### src/sv/fcgi_pkg.sv
// ----------------------------------------------------------------------------
// fcgi_pkg
// shared types and constants of the fastcgi record deframer
// ----------------------------------------------------------------------------
package fcgi_pkg;

    typedef enum logic [3:0] {
        EV_STDOUT     = 4'd0,
        EV_STDERR     = 4'd1,
        EV_NAME       = 4'd2,
        EV_VALUE      = 4'd3,
        EV_PAIR_LEN   = 4'd4,
        EV_END_REQ    = 4'd5,
        EV_BAD_HDR    = 4'd6,
        EV_BAD_ENDLEN = 4'd7,
        EV_UNEXP_TYPE = 4'd8,
        EV_PAIR_ERR   = 4'd9
    } event_t;

    localparam logic [7:0] TYPE_END_REQUEST   = 8'd3;
    localparam logic [7:0] TYPE_STDOUT        = 8'd6;
    localparam logic [7:0] TYPE_STDERR        = 8'd7;
    localparam logic [7:0] TYPE_VALUES_RESULT = 8'd10;
    localparam logic [7:0] TYPE_MAX           = 8'd11;
    localparam logic [7:0] FCGI_VERSION       = 8'd1;
    localparam logic [7:0] LONG_LEN_FLAG      = 8'h80;
    localparam logic [7:0] LEN_HIGH_MASK      = 8'h7f;

endpackage

### src/sv/fastcgi_record_deframer.sv
// ----------------------------------------------------------------------------
// fastcgi_record_deframer
// byte-wide fastcgi record parser with stdout, stderr, name-value pair and
// end request decoding
// ----------------------------------------------------------------------------
// The block takes one stream byte per request and gives at most one event per
// byte. Each byte is handled combinationally: the parser state and the next
// event are computed from the byte and the current state, and the event is
// registered in the output stage. A new byte is accepted every cycle as long
// as the output stage is empty or is being drained in the same cycle, so the
// sustained rate is one byte per clock. Header bytes are gathered into the
// request id, content length and padding fields; the eighth header byte checks
// version and type. After a bad header every byte is dropped up to and
// including the next byte flagged as the last of a received chunk.
// Get-values-result content is decoded as name-value pairs with 1- or 4-byte
// lengths; a bad length ends pair decoding for the rest of that record.
// ----------------------------------------------------------------------------
module fastcgi_record_deframer
    import fcgi_pkg::*;
(
    input  logic        aclk,
    input  logic        aresetn,
    input  logic        s_valid,
    output logic        s_ready,
    input  logic [7:0]  s_in_byte,
    input  logic        s_chunk_last,
    output logic        m_valid,
    input  logic        m_ready,
    output logic [3:0]  m_event_res,
    output logic [15:0] m_request_id,
    output logic [7:0]  m_out_byte,
    output logic [15:0] m_name_length,
    output logic [15:0] m_value_length,
    output logic [31:0] m_app_status,
    output logic [7:0]  m_protocol_status,
    output logic [7:0]  m_record_type,
    output logic        m_last_of_record
);

    // record phase
    typedef enum logic [1:0] {
        PH_HEADER  = 2'd0,
        PH_CONTENT = 2'd1,
        PH_PADDING = 2'd2,
        PH_DISCARD = 2'd3
    } phase_t;

    // pair decoder phase
    typedef enum logic [2:0] {
        PP_NAME_START  = 3'd0,
        PP_NAME_MORE   = 3'd1,
        PP_VALUE_START = 3'd2,
        PP_VALUE_MORE  = 3'd3,
        PP_BYTES       = 3'd4,
        PP_IGNORE      = 3'd6
    } pair_phase_t;

    phase_t      phase_reg, phase_next;
    pair_phase_t pair_phase_reg, pair_phase_next;
    logic [2:0]  hdr_idx_reg, hdr_idx_next;
    logic [7:0]  hdr_ver_reg, hdr_ver_next;
    logic [7:0]  cur_type_reg, cur_type_next;
    logic [15:0] cur_req_reg, cur_req_next;
    logic [15:0] content_left_reg, content_left_next;
    logic [7:0]  pad_left_reg, pad_left_next;
    logic [31:0] len_acc_reg, len_acc_next;
    logic [1:0]  len_bytes_reg, len_bytes_next;
    logic [15:0] name_len_reg, name_len_next;
    logic [16:0] pair_left_reg, pair_left_next;
    logic [2:0]  end_idx_reg, end_idx_next;
    logic [31:0] status_acc_reg, status_acc_next;

    // output stage
    logic        out_valid_reg;
    logic [3:0]  ev_reg;
    logic [15:0] req_reg;
    logic [7:0]  obyte_reg;
    logic [15:0] nlen_reg;
    logic [15:0] vlen_reg;
    logic [31:0] app_reg;
    logic [7:0]  proto_reg;
    logic [7:0]  rtype_reg;
    logic        last_reg;

    // event computed for the current byte
    logic        ev_fire;
    event_t      ev_code;
    logic [7:0]  ev_byte;
    logic [15:0] ev_nlen;
    logic [15:0] ev_vlen;
    logic [31:0] ev_app;
    logic [7:0]  ev_proto;

    logic        accept;
    logic [15:0] rem;
    logic        last_byte;
    logic [16:0] need;
    logic [31:0] len_shift;

    assign s_ready = !out_valid_reg || m_ready;
    assign accept  = s_valid && s_ready;

    assign rem       = content_left_reg - 16'd1;
    assign last_byte = (rem == 16'd0);
    assign len_shift = {len_acc_reg[23:0], s_in_byte};

    always_comb begin
        phase_next        = phase_reg;
        pair_phase_next   = pair_phase_reg;
        hdr_idx_next      = hdr_idx_reg;
        hdr_ver_next      = hdr_ver_reg;
        cur_type_next     = cur_type_reg;
        cur_req_next      = cur_req_reg;
        content_left_next = content_left_reg;
        pad_left_next     = pad_left_reg;
        len_acc_next      = len_acc_reg;
        len_bytes_next    = len_bytes_reg;
        name_len_next     = name_len_reg;
        pair_left_next    = pair_left_reg;
        end_idx_next      = end_idx_reg;
        status_acc_next   = status_acc_reg;
        ev_fire  = 1'b0;
        ev_code  = EV_STDOUT;
        ev_byte  = 8'd0;
        ev_nlen  = 16'd0;
        ev_vlen  = 16'd0;
        ev_app   = 32'd0;
        ev_proto = 8'd0;
        need     = 17'd0;

        unique case (phase_reg)
            PH_HEADER: begin
                case (hdr_idx_reg)
                    3'd0: hdr_ver_next = s_in_byte;
                    3'd1: cur_type_next = s_in_byte;
                    3'd2: cur_req_next = {s_in_byte, cur_req_reg[7:0]};
                    3'd3: cur_req_next = {cur_req_reg[15:8], s_in_byte};
                    3'd4: content_left_next = {s_in_byte, content_left_reg[7:0]};
                    3'd5: content_left_next = {content_left_reg[15:8], s_in_byte};
                    3'd6: pad_left_next = s_in_byte;
                    default: ;
                endcase
                hdr_idx_next = hdr_idx_reg + 3'd1;
                if (hdr_idx_reg == 3'd7) begin
                    if (hdr_ver_reg != FCGI_VERSION || cur_type_reg == 8'd0
                            || cur_type_reg > TYPE_MAX) begin
                        ev_fire    = 1'b1;
                        ev_code    = EV_BAD_HDR;
                        phase_next = s_chunk_last ? PH_HEADER : PH_DISCARD;
                    end else begin
                        end_idx_next    = 3'd0;
                        status_acc_next = 32'd0;
                        len_acc_next    = 32'd0;
                        len_bytes_next  = 2'd0;
                        name_len_next   = 16'd0;
                        pair_left_next  = 17'd0;
                        pair_phase_next = PP_NAME_START;
                        if (cur_type_reg == TYPE_END_REQUEST
                                && content_left_reg != 16'd8) begin
                            ev_fire = 1'b1;
                            ev_code = EV_BAD_ENDLEN;
                            pair_phase_next = PP_IGNORE;
                        end else if (cur_type_reg != TYPE_END_REQUEST
                                && cur_type_reg != TYPE_STDOUT
                                && cur_type_reg != TYPE_STDERR
                                && cur_type_reg != TYPE_VALUES_RESULT) begin
                            ev_fire = 1'b1;
                            ev_code = EV_UNEXP_TYPE;
                            pair_phase_next = PP_IGNORE;
                        end
                        if (content_left_reg != 16'd0) begin
                            phase_next = PH_CONTENT;
                        end else begin
                            phase_next = (pad_left_reg != 8'd0) ? PH_PADDING : PH_HEADER;
                        end
                    end
                end
            end
            PH_CONTENT: begin
                content_left_next = rem;
                if (pair_phase_reg == PP_IGNORE) begin
                    // rest of record ignored
                end else if (cur_type_reg == TYPE_STDOUT || cur_type_reg == TYPE_STDERR) begin
                    ev_fire = 1'b1;
                    ev_code = (cur_type_reg == TYPE_STDOUT) ? EV_STDOUT : EV_STDERR;
                    ev_byte = s_in_byte;
                end else if (cur_type_reg == TYPE_END_REQUEST) begin
                    if (!end_idx_reg[2]) begin
                        status_acc_next = {status_acc_reg[23:0], s_in_byte};
                    end else if (end_idx_reg == 3'd4) begin
                        len_acc_next = {24'd0, s_in_byte};
                    end
                    if (end_idx_reg == 3'd7) begin
                        ev_fire  = 1'b1;
                        ev_code  = EV_END_REQ;
                        ev_app   = status_acc_reg;
                        ev_proto = len_acc_reg[7:0];
                    end
                    end_idx_next = end_idx_reg + 3'd1;
                end else if (cur_type_reg == TYPE_VALUES_RESULT) begin
                    unique case (pair_phase_reg)
                        PP_NAME_START, PP_VALUE_START: begin
                            if ((s_in_byte & LONG_LEN_FLAG) != 8'd0) begin
                                if (rem < 16'd3) begin
                                    ev_fire = 1'b1;
                                    ev_code = EV_PAIR_ERR;
                                    pair_phase_next = PP_IGNORE;
                                end else begin
                                    len_acc_next   = {24'd0, s_in_byte & LEN_HIGH_MASK};
                                    len_bytes_next = 2'd3;
                                    pair_phase_next = (pair_phase_reg == PP_NAME_START)
                                        ? PP_NAME_MORE : PP_VALUE_MORE;
                                end
                            end else if (pair_phase_reg == PP_NAME_START) begin
                                name_len_next = {8'd0, s_in_byte};
                                if (rem == 16'd0) begin
                                    ev_fire = 1'b1;
                                    ev_code = EV_PAIR_ERR;
                                    pair_phase_next = PP_IGNORE;
                                end else begin
                                    pair_phase_next = PP_VALUE_START;
                                end
                            end else begin
                                len_acc_next = {24'd0, s_in_byte};
                                need = {1'b0, name_len_reg} + {9'd0, s_in_byte};
                                ev_fire = 1'b1;
                                if ({1'b0, rem} < need) begin
                                    ev_code = EV_PAIR_ERR;
                                    pair_phase_next = PP_IGNORE;
                                end else begin
                                    ev_code = EV_PAIR_LEN;
                                    ev_nlen = name_len_reg;
                                    ev_vlen = {8'd0, s_in_byte};
                                    pair_left_next = need;
                                    pair_phase_next = (need != 17'd0) ? PP_BYTES : PP_NAME_START;
                                end
                            end
                        end
                        PP_NAME_MORE, PP_VALUE_MORE: begin
                            len_acc_next   = len_shift;
                            len_bytes_next = len_bytes_reg - 2'd1;
                            if (len_bytes_reg == 2'd1) begin
                                if (len_shift[31:16] != 16'd0) begin
                                    ev_fire = 1'b1;
                                    ev_code = EV_PAIR_ERR;
                                    pair_phase_next = PP_IGNORE;
                                end else if (pair_phase_reg == PP_NAME_MORE) begin
                                    name_len_next = len_shift[15:0];
                                    if (rem == 16'd0) begin
                                        ev_fire = 1'b1;
                                        ev_code = EV_PAIR_ERR;
                                        pair_phase_next = PP_IGNORE;
                                    end else begin
                                        pair_phase_next = PP_VALUE_START;
                                    end
                                end else begin
                                    need = {1'b0, name_len_reg} + {1'b0, len_shift[15:0]};
                                    ev_fire = 1'b1;
                                    if ({1'b0, rem} < need) begin
                                        ev_code = EV_PAIR_ERR;
                                        pair_phase_next = PP_IGNORE;
                                    end else begin
                                        ev_code = EV_PAIR_LEN;
                                        ev_nlen = name_len_reg;
                                        ev_vlen = len_shift[15:0];
                                        pair_left_next = need;
                                        pair_phase_next = (need != 17'd0)
                                            ? PP_BYTES : PP_NAME_START;
                                    end
                                end
                            end
                        end
                        PP_BYTES: begin
                            ev_fire = 1'b1;
                            ev_byte = s_in_byte;
                            if (name_len_reg != 16'd0) begin
                                ev_code = EV_NAME;
                                name_len_next = name_len_reg - 16'd1;
                            end else begin
                                ev_code = EV_VALUE;
                            end
                            pair_left_next = pair_left_reg - 17'd1;
                            if (pair_left_reg == 17'd1) pair_phase_next = PP_NAME_START;
                        end
                        default: ;
                    endcase
                end
                if (last_byte) begin
                    phase_next = (pad_left_reg != 8'd0) ? PH_PADDING : PH_HEADER;
                end
            end
            PH_PADDING: begin
                pad_left_next = pad_left_reg - 8'd1;
                if (pad_left_reg == 8'd1) phase_next = PH_HEADER;
            end
            PH_DISCARD: begin
                if (s_chunk_last) phase_next = PH_HEADER;
            end
            default: ;
        endcase
    end

    always_ff @(posedge aclk) begin
        if (!aresetn) begin
            phase_reg        <= PH_HEADER;
            pair_phase_reg   <= PP_NAME_START;
            hdr_idx_reg      <= 3'd0;
            hdr_ver_reg      <= 8'd0;
            cur_type_reg     <= 8'd0;
            cur_req_reg      <= 16'd0;
            content_left_reg <= 16'd0;
            pad_left_reg     <= 8'd0;
            len_acc_reg      <= 32'd0;
            len_bytes_reg    <= 2'd0;
            name_len_reg     <= 16'd0;
            pair_left_reg    <= 17'd0;
            end_idx_reg      <= 3'd0;
            status_acc_reg   <= 32'd0;
            out_valid_reg    <= 1'b0;
        end else begin
            // new event loads the output stage, else a drained one empties it
            if (accept && ev_fire) begin
                out_valid_reg <= 1'b1;
            end else if (m_ready) begin
                out_valid_reg <= 1'b0;
            end
            if (accept) begin
                phase_reg        <= phase_next;
                pair_phase_reg   <= pair_phase_next;
                hdr_idx_reg      <= hdr_idx_next;
                hdr_ver_reg      <= hdr_ver_next;
                cur_type_reg     <= cur_type_next;
                cur_req_reg      <= cur_req_next;
                content_left_reg <= content_left_next;
                pad_left_reg     <= pad_left_next;
                len_acc_reg      <= len_acc_next;
                len_bytes_reg    <= len_bytes_next;
                name_len_reg     <= name_len_next;
                pair_left_reg    <= pair_left_next;
                end_idx_reg      <= end_idx_next;
                status_acc_reg   <= status_acc_next;
            end
        end
    end

    // payload of the output stage, loaded with each event
    always_ff @(posedge aclk) begin
        if (accept && ev_fire) begin
            ev_reg    <= ev_code;
            req_reg   <= cur_req_reg;
            obyte_reg <= ev_byte;
            nlen_reg  <= ev_nlen;
            vlen_reg  <= ev_vlen;
            app_reg   <= ev_app;
            proto_reg <= ev_proto;
            rtype_reg <= cur_type_reg;
            last_reg  <= (phase_reg == PH_CONTENT) && last_byte;
        end
    end

    assign m_valid           = out_valid_reg;
    assign m_event_res       = ev_reg;
    assign m_request_id      = req_reg;
    assign m_out_byte        = obyte_reg;
    assign m_name_length     = nlen_reg;
    assign m_value_length    = vlen_reg;
    assign m_app_status      = app_reg;
    assign m_protocol_status = proto_reg;
    assign m_record_type     = rtype_reg;
    assign m_last_of_record  = last_reg;

    // a waiting event is not overwritten
    a_hold: assert property (@(posedge aclk) disable iff (!aresetn)
        out_valid_reg && !m_ready |=> out_valid_reg && $stable(ev_reg))
        else $error("event dropped while stalled");

    // header index only moves in the header phase
    a_hdr: assert property (@(posedge aclk) disable iff (!aresetn)
        phase_reg != PH_HEADER |=> $stable(hdr_idx_reg) || $past(accept))
        else $error("header index moved outside header");

    // pair byte counter is nonzero while pair bytes are tagged
    a_pair: assert property (@(posedge aclk) disable iff (!aresetn)
        pair_phase_reg == PP_BYTES |-> pair_left_reg != 17'd0)
        else $error("pair byte counter empty");

endmodule

### config.mk
export PLATFORM = sky130hd
export DESIGN_NAME = fastcgi_record_deframer
export DESIGN_NICKNAME = d
export VERILOG_FILES = /design/src/sv/fcgi_pkg.sv /design/src/sv/fastcgi_record_deframer.sv
export SDC_FILE = /design/constraint.sdc
export NUM_CORES = 1
export LEC_CHECK = 0
export ABC_AREA = 1
export CAP_MARGIN = 20
export CORE_ASPECT_RATIO = 1.2
export CORE_MARGIN = 2
export CORE_UTILIZATION = 50
export CTS_BUF_LIST = sky130_fd_sc_hd__clkbuf_8
export CTS_CLUSTER_DIAMETER = 30
export DETAILED_ROUTE_END_ITERATION = 6
export DONT_BUFFER_PORTS = 1
export GPL_TIMING_DRIVEN = 1
export PLACE_DENSITY = 0.63
export SETUP_SLACK_MARGIN = 0.5
export SLEW_MARGIN = 20
export SYNTH_ARGS = -nofsm -noshare
export SYNTH_HDL_FRONTEND = slang
export SYNTH_SLANG_ARGS = --single-unit
### constraint.sdc
create_clock -name aclk -period 10.5 [get_ports aclk]
set_input_delay 2.1 -clock aclk [delete_from_list [all_inputs] [get_ports aclk]]
set_output_delay 2.1 -clock aclk [all_outputs]
set_load 0.02 [all_outputs]
==> metrics.txt, run 1 <==
status finished clean; total inserted antenna cells 0; Post-Place Cells approximately 2100; number of warning messages in the yosys log 0; synthesized cell area 14100 um^2; setup slack of the most critical reg-to-reg path 6.14 ns; RSZ-0062 raised after global routing no; biggest cell delay along the critical path approximately 0.4 ns; Syn Nets 1870; sequential element share of the synthesized area 45.8%; pin slew with the least headroom to its limit 1.09 ns; pin count of the biggest net entering global routing 86; final period demand of the worst path 5.40 ns; All-Layer GR Usage 27.5%; clock tree from TritonCTS done; vias in the first global route approximately 12000; IR Drop Worst-Case VDD 0.101 mV; initial antenna violation count 0; skew final 0.0326 ns; cell type with the largest total area after synthesis sky130_fd_sc_hd__edfxtp_1; most frequent cell after synthesis sky130_fd_sc_hd__nand2_1; Post-DP HPWL about 29000 um; startpoint type of the worst setup path primary input; Worst Hold Path EP m_request_id[1]$_DFFE_PP_; total routed wirelength 40300 um; Placer Congestion 0.958; Starting Density 50.7%; largest buffer count on any clock path 3; number of synthesized flops with an enable pin 109; arrival time reported for the critical path endpoint 5.81 ns; number of resized instances in the post-cts repair step 0; number of iterations in the first detailed-routing pass 6; Crit Path Max Fanout 23; I/O Buffers 0; final total negative setup slack 0 ns; Post-Syn Instances 1799; Highest Clock Rate 0.185 GHz; number of cells on the worst hold path 0; top flip-flop cell by instance count after synthesis sky130_fd_sc_hd__dfxtp_1; row count 67; ANT nets after route 0; FF-to-FF End m_name_length[15]$_SDFFCE_PP0P_; clock insertion delay at the later pin of the skew report 0.61 ns; register area 6460 um^2; global-route wire length before repair 64000 um; total clock buffers created by CTS 53; CTS H-tree depth 2; area of the multi-input gates ~6400 um^2; depth of the worst register-to-register path 25; Final setup violation count 0; detailed-route DRC error count 0; top post-synthesis cells by area sky130_fd_sc_hd__edfxtp_1 (23%), sky130_fd_sc_hd__dfxtp_1 (23%), sky130_fd_sc_hd__nand2_1 (7.1%), sky130_fd_sc_hd__nor2_1 (6.4%), sky130_fd_sc_hd__inv_1 (6.1%); R2R Path Start name_len_reg[0]$_SDFFE_PN0P_; average footprint of a synthesized cell around 8 um^2; worst relative slew slack 27.1%; max cap viols 0; number of DRC markers after the initial detailed-route iteration slightly above 900; number of vias after detailed routing around 12000; residual overflow from global routing 0; Crit path required time ~11 ns; LEAKAGE 0.00606 uW; number of sinks driven by the clock tree 268; post-synthesis cell type count 61; post-CTS setup repair buffer count 0; Die Area 29600 um^2; final count of pins violating max slew 0; Final #Nets 1862; critical path capture point type flip-flop; worst hold path class flip-flop to flip-flop; clock transition at the register clock pins on the worst setup and hold paths after CTS 0.06 ns; kind of critical path primary input to flip-flop; vias per cell 5.58; number of non-filler instances in the completed layout 2215; cell type of the slowest stage on the worst timing path sky130_fd_sc_hd__fa_1; HP Start cur_req_reg[1]$_SDFFE_PN0P_; Die H roughly 190 um; fraction of layout cells with a size suffix above 1 roughly 7.4%; width of the chip around 160 um; boundary pin count 124; number of filler cells placed in the layout 2697; Hold Violations, Final 0; FF+latch count, synth 268; Routed WL per cell 18.2 um; most used standard cells in the synthesized netlist sky130_fd_sc_hd__nand2_1 (267), sky130_fd_sc_hd__nor2_1 (242), sky130_fd_sc_hd__inv_1 (228); area fraction of the dominant cell type after synthesis 23.2%; area inside the core boundary between 20000 and 30000 um^2; layout overhead on the synthesized area 10.2%; Post-CTS Hold Buffers 0; clock tree root driver cell sky130_fd_sc_hd__clkbuf_8; asr flop ratio synth 0%; PwrDens 197 nW/um^2; Top cell by count, worst path sky130_fd_sc_hd__nand2_1; share of the clock period used by the worst path 51.4%
[final cells by class]
cell class,instances,share of cell area (%)
Sequential cell,268,41.5
Clock buffer,61,5.40
Tap cell,379,3.05
Inverter,240,5.82
Timing Repair Buffer,10,0.483
Clock inverter,39,2.36
Multi-Input combinational cell,1218,41.3
[report_power, final]
part           leakage [uW]  total, uW  switching (uW)  internal (uW)
logic               0.00310        721             493            228
clock network      0.000655       1170             481            691
registers           0.00230       1170            44.9           1120
total               0.00606       3060            1020           2040
[critical path, delay by kind of cell]
family	cells	cell delay (ns)
simple gates	20	2.33
fa+ha+maj	3	0.94
buf+inv	2	0.43
[cells by family (layout without fill, tap and decap cells)]
kind of cell | count (synthesis) | in the layout | share of synthesized area, %
AO/OA/AOI/OAI | 409 | 409 | 16.7
adder cells (fa/ha/maj) | 58 | 58 | 5.20
flip-flops | 268 | 268 | 45.8
buffers and inverters | 313 | 350 | 8.68
XOR/XNOR | 30 | 30 | 1.86
AND/OR/NAND/NOR | 721 | 721 | 21.8
[worst max path at each step]
stage | slack [ns] | start | endpoint | cells past startpoint
final | 5.10 | s_in_byte[0] | m_name_length[15]$_SDFFCE_PP0P_ | 25
after global routing | 4.69 | s_in_byte[0] | m_value_length[2]$_SDFFCE_PP0P_ | 25
after CTS | 5.12 | s_in_byte[0] | m_name_length[10]$_SDFFCE_PP0P_ | 25
after detailed placement | 4.50 | s_in_byte[0] | m_name_length[10]$_SDFFCE_PP0P_ | 25
after global placement | 4.67 | s_in_byte[0] | m_name_length[10]$_SDFFCE_PP0P_ | 25
after floorplan | 5.06 | s_in_byte[7] | m_app_status[0]$_SDFFCE_PP0P_ | 11
[metal layers]
layer,vias up,global-route usage [%],wire (um)
li1,6090,-,-
met1,5685,34.4,16700
met2,480,45.1,18900
met3,113,5.99,2820
met4,0,12.8,1880
met5,-,0,0
[placed cells by master (no fill, tap or decap), types with 4 or more instances in the layout]
| master | instances |
|---|---|
| sky130_fd_sc_hd__nand2_1 | 267 |
| sky130_fd_sc_hd__nor2_1 | 242 |
| sky130_fd_sc_hd__inv_1 | 237 |
| sky130_fd_sc_hd__dfxtp_1 | 159 |
| sky130_fd_sc_hd__a21oi_1 | 157 |
| sky130_fd_sc_hd__o21ai_0 | 122 |
| sky130_fd_sc_hd__edfxtp_1 | 109 |
| sky130_fd_sc_hd__nand3_1 | 93 |
| sky130_fd_sc_hd__nor3_1 | 68 |
| sky130_fd_sc_hd__clkbuf_8 | 61 |
| sky130_fd_sc_hd__ha_1 | 57 |
| sky130_fd_sc_hd__a211oi_1 | 42 |
| sky130_fd_sc_hd__a31oi_1 | 23 |
| sky130_fd_sc_hd__xor2_1 | 22 |
| sky130_fd_sc_hd__o21ai_1 | 16 |
| sky130_fd_sc_hd__nand4_1 | 13 |
| sky130_fd_sc_hd__inv_2 | 10 |
| sky130_fd_sc_hd__buf_4 | 10 |
| sky130_fd_sc_hd__xnor2_1 | 8 |
| sky130_fd_sc_hd__a221oi_1 | 8 |
| sky130_fd_sc_hd__nor2_2 | 7 |
| sky130_fd_sc_hd__nor4_1 | 7 |
| sky130_fd_sc_hd__clkinv_2 | 7 |
| sky130_fd_sc_hd__clkinv_1 | 7 |
| sky130_fd_sc_hd__o22ai_1 | 7 |
| sky130_fd_sc_hd__bufinv_16 | 6 |
| sky130_fd_sc_hd__inv_6 | 6 |
| sky130_fd_sc_hd__o21bai_1 | 5 |
| sky130_fd_sc_hd__nand3b_1 | 5 |
| sky130_fd_sc_hd__nand2_2 | 4 |
| sky130_fd_sc_hd__o31ai_1 | 4 |
[metrics by stage]
step	power (uW)	instance area [um^2]	util, %	hold slack [ns]	setup slack [ns]
final	3060	15500	55.8	0.431	5.10
after global routing	3230	15500	55.8	0.444	4.69
after CTS	3070	15500	55.8	0.429	5.12
after detailed placement	1900	14300	51.5	0.416	4.50
after global placement	1890	14300	51.5	0.412	4.67
after floorplan	1710	14100	-	0.403	5.06
Note: power is estimated with default switching activity, not from simulation.
==> inputs of run 2 (changes only) <==
==> constraint.sdc (replaced) <==
create_clock -name aclk -period 5.4 [get_ports aclk]
set_input_delay 1.08 -clock aclk [delete_from_list [all_inputs] [get_ports aclk]]
set_output_delay 1.08 -clock aclk [all_outputs]
set_load 0.02 [all_outputs]
==> run 2 against run 1 <==
Clock-buffer cell count up 4. Sequential cell count is the same. Sequential power rose by 94%. Register-to-register slack worse by 4.8 ns. Total power rose by 92%. Design area grew 0.11%. Routed wire length fell by 0.94%. Combinational power up 96%. First-iteration DRC count increased by 0.86%. Clock skew is 0.0026 ns higher. Utilization is 0.063 points higher. Critical path type unchanged.
==> metrics.txt, run 2 (synthesized netlist as in run 1, its figures left out) <==
setup slack of the most critical reg-to-reg path 1.34 ns (-4.80 ns); Post-CTS Hold Buffers 0 (unchanged); worst hold margin 0.427 ns (-0.00460 ns); share of the clock period used by the worst path between 70% and 80%; detailed-route DRC error count 0 (unchanged); global-route wire length before repair 62300 um (-2.7%); vias in the first global route 11500 (-4.0%); IR Drop Worst-Case VDD 0.251 mV (+150%); skew final 0.0352 ns (+0.00257 ns); arrival time reported for the critical path endpoint 4.51 ns (-1.30 ns); most frequent cells in the layout sky130_fd_sc_hd__nand2_1 (267), sky130_fd_sc_hd__nor2_1 (242), sky130_fd_sc_hd__inv_1 (235); total routed wirelength 39900 um (-0.94%); standard cell area after detailed placement 14400 um^2 (+0.38%); width of the chip 157 um (unchanged); Die Area 29600 um^2 (unchanged); Post-DP HPWL 28400 um (-0.74%); clock tree from TritonCTS done; number of iterations in the first detailed-routing pass 7 (+1); number of resized instances in the post-cts repair step 0 (unchanged); clock insertion delay at the later pin of the skew report 0.60 ns (about the same); worst hold path class flip-flop to flip-flop; depth of the worst register-to-register path 26 (+4.0%); global routing usage on met2 45.3% (+0.24 points); kind of critical path primary input to flip-flop; R2R Path Start name_len_reg[0]$_SDFFE_PN0P_; status finished clean; All-Layer GR Usage 26.8% (-0.72 points); final count of pins violating max slew 0 (unchanged); final total negative setup slack 0 ns (unchanged); post-CTS setup repair buffer count 0 (unchanged); Highest Clock Rate 0.242 GHz; CTS H-tree depth 2 (unchanged); PwrDens 377 nW/um^2 (+92%); boundary pin count 124 (unchanged); Crit Path Max Fanout 23 (unchanged); number of cells on the worst hold path 0 (unchanged); row count 67 (unchanged); number of sinks driven by the clock tree 268 (unchanged); fraction of layout cells with a size suffix above 1 7.72% (+0.36 points); pin count of the biggest net entering global routing 86 (unchanged); met1 usage in global routing 34.5% (+0.10 points); number of DRC markers after the initial detailed-route iteration 941 (+0.86%); HP Start cur_req_reg[1]$_SDFFE_PN0P_; RSZ-0062 raised after global routing no; most common library cell in the layout ignoring fill and taps sky130_fd_sc_hd__nand2_1; number of filler cells placed in the layout 2646 (-1.9%); Final #Nets 1867 (+0.27%); FF-to-FF End m_value_length[4]$_SDFFCE_PP0P_; Routed WL per cell 18.0 um (-1.1%); critical path capture point type flip-flop; global route hottest layer met2; Layout Cell Area excl Fill 15600 um^2 (+0.11%); residual overflow from global routing 0 (unchanged); total inserted antenna cells 0 (unchanged); Crit path required time 5.78 ns (-5.13 ns); Final setup violation count 0 (unchanged); pin slew with the least headroom to its limit 1.09 ns (-0.000461 ns); ANT nets after route 0 (unchanged); total clock buffers created by CTS 52 (-1.9%); startpoint type of the worst setup path primary input; clock transition at the register clock pins on the worst setup and hold paths after CTS 0.06 ns (about the same); clock tree root driver cell sky130_fd_sc_hd__clkbuf_8; Hold Violations, Final 0 (unchanged); I/O Buffers 0 (unchanged); vias per cell 5.51 (-1.4%); Worst Hold Path EP m_request_id[1]$_DFFE_PP_; area inside the core boundary 27800 um^2 (unchanged); worst relative slew slack 27.1% (+0.031 points); initial antenna violation count 0 (unchanged); final period demand of the worst path 4.14 ns; Die H 188 um (unchanged); Placer Congestion 0.967 (+0.89%); layout overhead on the synthesized area 10.3%; LEAKAGE 0.00607 uW (+0.16%); largest buffer count on any clock path 3 (unchanged); max cap viols 0 (unchanged); number of vias after detailed routing 12200 (-1.2%); Starting Density 50.7% (unchanged); grt met3 use 4.39% (-1.6 points)
==> run 2: through the flow <==
step / cells / power [uW] / utilization, % / setup WS [ns]
after global placement: 2121 / 3660 / 51.7 / 0.815
after CTS: 2219 / 5880 / 55.9 / 1.32
final: 2219 / 5870 / 55.9 / 1.26
after detailed placement: 2121 / 3680 / 51.7 / 0.706
after floorplan: 1799 / 3320 / - / 0.974
after global routing: 2219 / 6190 / 55.9 / 0.863
==> run 2: how the worst max path moves through the flow <==
stage | from | slack, ns | cells after the start | endpoint
CTS | s_in_byte[0] | 1.32 | 23 | m_value_length[8]$_SDFFCE_PP0P_
global route | s_in_byte[0] | 0.86 | 23 | m_value_length[8]$_SDFFCE_PP0P_
finish | s_in_byte[0] | 1.26 | 26 | m_value_length[4]$_SDFFCE_PP0P_
global placement | s_in_byte[0] | 0.82 | 22 | m_value_length[12]$_SDFFCE_PP0P_
floorplan | content_left_reg[0]$_SDFFE_PN0P_ | 0.97 | 17 | m_app_status[0]$_SDFFCE_PP0P_
detailed placement | s_in_byte[0] | 0.71 | 23 | m_value_length[8]$_SDFFCE_PP0P_
==> run 2: where the power goes <==
group	internal [uW]	total (uW)	switching, uW
Clock	1290	2200	906
Sequential	2190	2270	84.8
Combinational	453	1410	953
Total	3930	5870	1940
==> run 2: worst max-delay path, cell delays in order <==
cell                       delay, ns
sky130_fd_sc_hd__ha_1           0.20
sky130_fd_sc_hd__fa_1           0.40
sky130_fd_sc_hd__nand3_1        0.10
sky130_fd_sc_hd__nand2_1        0.09
sky130_fd_sc_hd__nand3_1        0.13
sky130_fd_sc_hd__nand2_2        0.17
sky130_fd_sc_hd__xor2_1         0.21
sky130_fd_sc_hd__inv_1          0.08
sky130_fd_sc_hd__ha_1           0.29
sky130_fd_sc_hd__nand2_1        0.07
sky130_fd_sc_hd__nor2_1         0.12
sky130_fd_sc_hd__nand3b_1       0.10
sky130_fd_sc_hd__nand3_1        0.10
sky130_fd_sc_hd__nand2_1        0.05
sky130_fd_sc_hd__nand2_1        0.08
sky130_fd_sc_hd__nand3_1        0.07
sky130_fd_sc_hd__nand2_1        0.06
sky130_fd_sc_hd__nand2_1        0.05
sky130_fd_sc_hd__nand2_1        0.08
sky130_fd_sc_hd__nand2_1        0.07
sky130_fd_sc_hd__nor3_1         0.19
sky130_fd_sc_hd__nand3_1        0.11
sky130_fd_sc_hd__nand2_1        0.13
sky130_fd_sc_hd__inv_1          0.05
sky130_fd_sc_hd__buf_4          0.21
sky130_fd_sc_hd__nor3_1         0.19
==> run 2: cell type report <==
type,count,area (um^2),area share (%)
well taps,379,474,3.05
clock buffers,65,895,5.75
flip-flops and latches,268,6460,41.5
repair buffers,16,133,0.852
clock inverters,33,272,1.75
multi-input cells,1218,6420,41.3
inverters,240,905,5.81
==> run 2: per-layer routing <==
layer / share of wire (%) / routed length [um]
met2: 49 / 19400
met4: 3.1 / 1250
met3: 4.9 / 1950
met5: 0 / 0
met1: 43 / 17300
